<file path="src/rtl/core/ets_pkg.sv">
// ----------------------------------------------------------------------------
// ets_pkg: shared types for the elite and tournament selector
// Commands, the sequencer state, one elite list entry and the control word
// that steers every cell of the elite chain.
// ----------------------------------------------------------------------------
`default_nettype none

package ets_pkg;

	localparam int unsigned SCORE_W = 32;
	localparam int unsigned SLOT_W  = 8;
	localparam logic [SCORE_W-1:0] SCORE_SENTINEL = '1;

	typedef enum logic [1:0] {
		CMD_CLEAR = 2'd0,
		CMD_LOAD  = 2'd1,
		CMD_DRAW  = 2'd2,
		CMD_READ  = 2'd3
	} cmd_t;

	typedef enum logic [1:0] {
		ST_IDLE,
		ST_DRAW,
		ST_READ
	} state_t;

	typedef enum logic {
		KIND_WINNER = 1'b0,
		KIND_ELITE  = 1'b1
	} kind_t;

	typedef struct packed {
		logic               filled;
		logic [SCORE_W-1:0] score;
		logic [SLOT_W-1:0]  slot;
	} entry_t;

	typedef struct packed {
		logic clear;
		logic insert;
		logic rotate;
	} cell_ctl_t;

endpackage

`default_nettype wire

</file>
<file path="src/rtl/core/ets_cell.sv">
// ----------------------------------------------------------------------------
// ets_cell: one entry of the sorted elite chain
// Keeps its entry while it beats the new score, otherwise takes the new entry
// or its upper neighbor's entry. On a read it takes its lower neighbor's entry
// so the list rotates past the head.
// ----------------------------------------------------------------------------
`default_nettype none

module ets_cell (
	input  wire logic                        clk,
	input  wire logic                        arst_n,
	input  wire ets_pkg::cell_ctl_t          ctl,
	input  wire ets_pkg::entry_t             new_entry,
	input  wire ets_pkg::entry_t             prev_entry,
	input  wire logic                        prev_keep,
	input  wire ets_pkg::entry_t             next_entry,
	output ets_pkg::entry_t                  entry_q,
	output logic                             keep
);

	// Strictly better entries stay, so a new score lands ahead of equal ones.
	assign keep = entry_q.filled && (entry_q.score < new_entry.score);

	always_ff @(posedge clk or negedge arst_n) begin
		if (!arst_n) begin
			entry_q.filled <= 1'b0;
			entry_q.score  <= ets_pkg::SCORE_SENTINEL;
			entry_q.slot   <= '0;
		end else if (ctl.clear) begin
			entry_q.filled <= 1'b0;
			entry_q.score  <= ets_pkg::SCORE_SENTINEL;
			entry_q.slot   <= '0;
		end else if (ctl.insert) begin
			if (!keep) begin
				entry_q <= prev_keep ? new_entry : prev_entry;
			end
		end else if (ctl.rotate) begin
			entry_q <= next_entry;
		end
	end

endmodule

`default_nettype wire
</file>
<file path="config.mk">
export PLATFORM = sky130hd
export DESIGN_NAME = ets_cell
export DESIGN_NICKNAME = d
export VERILOG_FILES = /design/src/rtl/core/ets_pkg.sv /design/src/rtl/core/ets_cell.sv
export SDC_FILE = /design/constraint.sdc
export NUM_CORES = 1
export LEC_CHECK = 0
export ABC_AREA = 0
export BUFFER_PORTS_ARGS = -buffer_cell sky130_fd_sc_hd__buf_2
export CAP_MARGIN = 5
export CORE_UTILIZATION = 52
export CTS_BUF_LIST = sky130_fd_sc_hd__clkbuf_8
export CTS_CLUSTER_DIAMETER = 40
export CTS_CLUSTER_SIZE = 28
export DETAILED_ROUTE_END_ITERATION = 10
export GPL_TIMING_DRIVEN = 0
export PLACE_DENSITY_LB_ADDON = 0.08
export SYNTH_ARGS = -nofsm -noshare
export SYNTH_HDL_FRONTEND = slang
export SYNTH_SLANG_ARGS = --single-unit
</file>
<file path="constraint.sdc">
create_clock -name clk -period 6.2 [get_ports clk]
set_clock_uncertainty 0.05 [all_clocks]
set_input_delay 0.93 -clock clk [delete_from_list [all_inputs] [get_ports clk]]
set_output_delay 0.93 -clock clk [all_outputs]
set_load 0.01 [all_outputs]
</file>
==> metrics.csv <==
metric,value,unit
CP Cell Sequence,buf_2 > inv_1 > ha_1 > nand4_1 > nor4_2 > nand4_1 > a21oi_1 > nor2_1 > buf_2,
# clock sinks,41,
DP Cell Count,892,
"Req. time, crit path",5.22,ns
H-tree levels,2,
Reg2Reg Setup Slack,3.15,ns
share of cells above drive strength 1,0.279,
post-route insts no fill,900,
Slew headroom,0.330,
ANT nets after route,0,
CTS root buffer,clkbuf_8,
Worst Path Max Fanout,10,
antenna violations before repair,0,
layout filler cell count,763,
via count,5855,
core footprint,0.00834,mm²
HP Class,reg2reg,
first-pass GRT wire length,26000,µm
Final Hold Fails,0,
Post-CTS Setup Bufs,0,
Netlist cell types,36,
die area,0.00910,mm²
register area share after synthesis,0.235,
minimum clock period,4.41,ns
"CTS clk-pin slew, worst paths",0.10,ns
CP endpoint,keep,
row cnt,33,
clk buf depth,2,
status,"finished, final reports clean",
Post-CTS Resized,0,
Avg WL per Cell,18.7,µm
worst reg2reg path depth,8,
Syn Inst Count,618,
Synthesis Warnings,0,
CP startpoint,new_entry[39],
GRT Total Usage,0.363,
"slowest stage delay, CP",0.77,ns
Die Width,95.4,µm
Worst-Skew Late Latency,0.32,ns
Ports,171,
number of flops mapped to enable cells by yosys,0,
measured slew at the worst slew-check pin,1.01,ns
Max-cap violations,0,
worst reg2reg path endpoint,entry_q[30]$_DFFE_PN1P_,
port buffer count,169,
die height,95.4,µm
number of CTS-inserted buffers,5,
Via density,6.51,
detailed placer's ending HPWL,11800,µm
RR Startpoint,entry_q[10]$_DFFE_PN1P_,
post-layout util,0.676,
Hold Slack,0.543,ns
Antenna Cells,0,
GRT overflow,0,
critical path launch point type,primary input,
largest net degree at the start of global routing,42,
Pwr Total,0.932,mW
Top reg by flops,entry_q,
critical path arrival,3.43,ns
drt drc,0,
Slowest cell on crit path,a21oi_1,
vias in the first global route,5370,
PD cells,165,mW/mm²
Async SR Flop Fraction,1.00,
dominant synthesized flop cell,dfstp_2,
Post-Syn Area,0.00454,mm²
period utilization,0.712,
Layout area overhead,24.2,%
Iteration-0 DRC Markers,562,
leakage power,2.29,nW
RSZ-0062 raised after global routing,false,
Max VDD drop,0.0880,mV
GPL Wtd Cong,0.920,
Initial Util,0.544,
Avg Inst Size Synth,7.34,µm²
Synth Net Count,778,
Critical Path End Type,primary output,
critical path class,in2out,
Synth Register Bits,41,
max-slew violations,0,
Peak Freq,227,MHz
Final TNS setup,0,ns
Hold Buf Count CTS,0,
largest registers,entry_q (41),
drt pass-1 iters,5,
final net count,954,
final setup violation count,0,
CTS tree,done,
Routed WL,16800,µm
Largest register FFs,41,
## cells in the final DEF (no fill, tap or decap), drive strengths merged, types with 9 or more instances in the layout
cell type  count
a211oi        64
a21boi         9
a21oi         77
a31oi         10
buf          184
clkbuf        57
dfrtp          9
dfstp         32
ha            31
inv           32
mux2i          9
nand2         10
nand3         11
nor2          66
nor3          42
nor4b         32
nor4bb         9
o211ai        18
o21ai         37
or3           33
## where the power goes
group	internal, mW	switching, mW
Combinational	0.134	0.209
Clock	0.131	0.117
Sequential	0.310	0.0315
Total	0.575	0.357
## final cells by class
| type | count | area [µm²] | area share |
|---|---|---|---|
| clock buffer | 6 | 82.6 | 0.0147 |
| multi-input combinational | 479 | 3090 | 0.548 |
| timing repair buffer | 169 | 846 | 0.150 |
| inverter | 32 | 120 | 0.0213 |
| tap | 105 | 131 | 0.0233 |
| sequential | 41 | 1070 | 0.189 |
| buffer | 66 | 263 | 0.0466 |
| clock inverter | 2 | 37.5 | 0.00666 |
## kinds of logic (layout without fill, tap and decap cells)
kind of cell             Yosys count  in the layout  synth area share
multiplexers                      10             10            0.0223
adder cells (fa/ha/maj)           31             31            0.0855
AO/OA/AOI/OAI                    222            222             0.304
buffers and inverters             98            275            0.0844
AND/OR/NAND/NOR                  216            216             0.268
flip-flops                        41             41             0.235
## per-layer routing
metal,routed length (µm),global-route usage,share of wire,vias up
met5,0,0,0,-
met4,366,0.141,0.022,0
met3,1950,0.0797,0.12,54
met2,7980,0.585,0.47,417
met1,6550,0.473,0.39,2716
li1,-,-,-,2668
## cells in the mapped netlist (10+ instances only)
cell type,number,share of area
nor2_1,66,0.055
ha_1,31,0.085
clkbuf_1,51,0.042
nand3_1,11,0.012
dfstp_2,32,0.19
a21oi_1,77,0.085
o21ai_1,11,0.012
o21ai_0,26,0.029
nor3_1,42,0.046
a31oi_1,10,0.014
or3_1,33,0.046
o211ai_1,18,0.030
inv_1,32,0.026
nand2_1,10,0.0083
nor4b_1,32,0.062
a211oi_1,64,0.11
## metrics by stage
stage / cell area (µm²) / setup slack [ns]
after floorplan: 4540 / 2.60
after global placement: 5510 / 1.88
after detailed placement: 5510 / 1.88
after CTS: 5630 / 1.85
after global routing: 5630 / 1.69
final: 5630 / 1.79
## worst min-delay path by stage
| stage | start | endpoint | slack, ns | cells after the start |
|---|---|---|---|---|
| floorplan | entry_q[0]$_DFFE_PN0P_ | entry_q[0]$_DFFE_PN0P_ | 0.55 | 2 |
| global placement | entry_q[2]$_DFFE_PN0P_ | entry_q[2]$_DFFE_PN0P_ | 0.51 | 2 |
| detailed placement | entry_q[3]$_DFFE_PN0P_ | entry_q[3]$_DFFE_PN0P_ | 0.53 | 2 |
| CTS | entry_q[3]$_DFFE_PN0P_ | entry_q[3]$_DFFE_PN0P_ | 0.54 | 2 |
| global route | entry_q[5]$_DFFE_PN0P_ | entry_q[5]$_DFFE_PN0P_ | 0.57 | 2 |
| finish | entry_q[3]$_DFFE_PN0P_ | entry_q[3]$_DFFE_PN0P_ | 0.54 | 2 |
## worst max-delay path: cells and delay by family
| kind | cells | cell delay [ns] |
|---|---|---|
| AND/OR/NAND/NOR | 4 | 1.11 |
| AO/OA/AOI/OAI | 1 | 0.77 |
| adder cells (fa/ha/maj) | 1 | 0.33 |
| buffers and inverters | 3 | 0.29 |
Power figures use the tool's default switching activity.
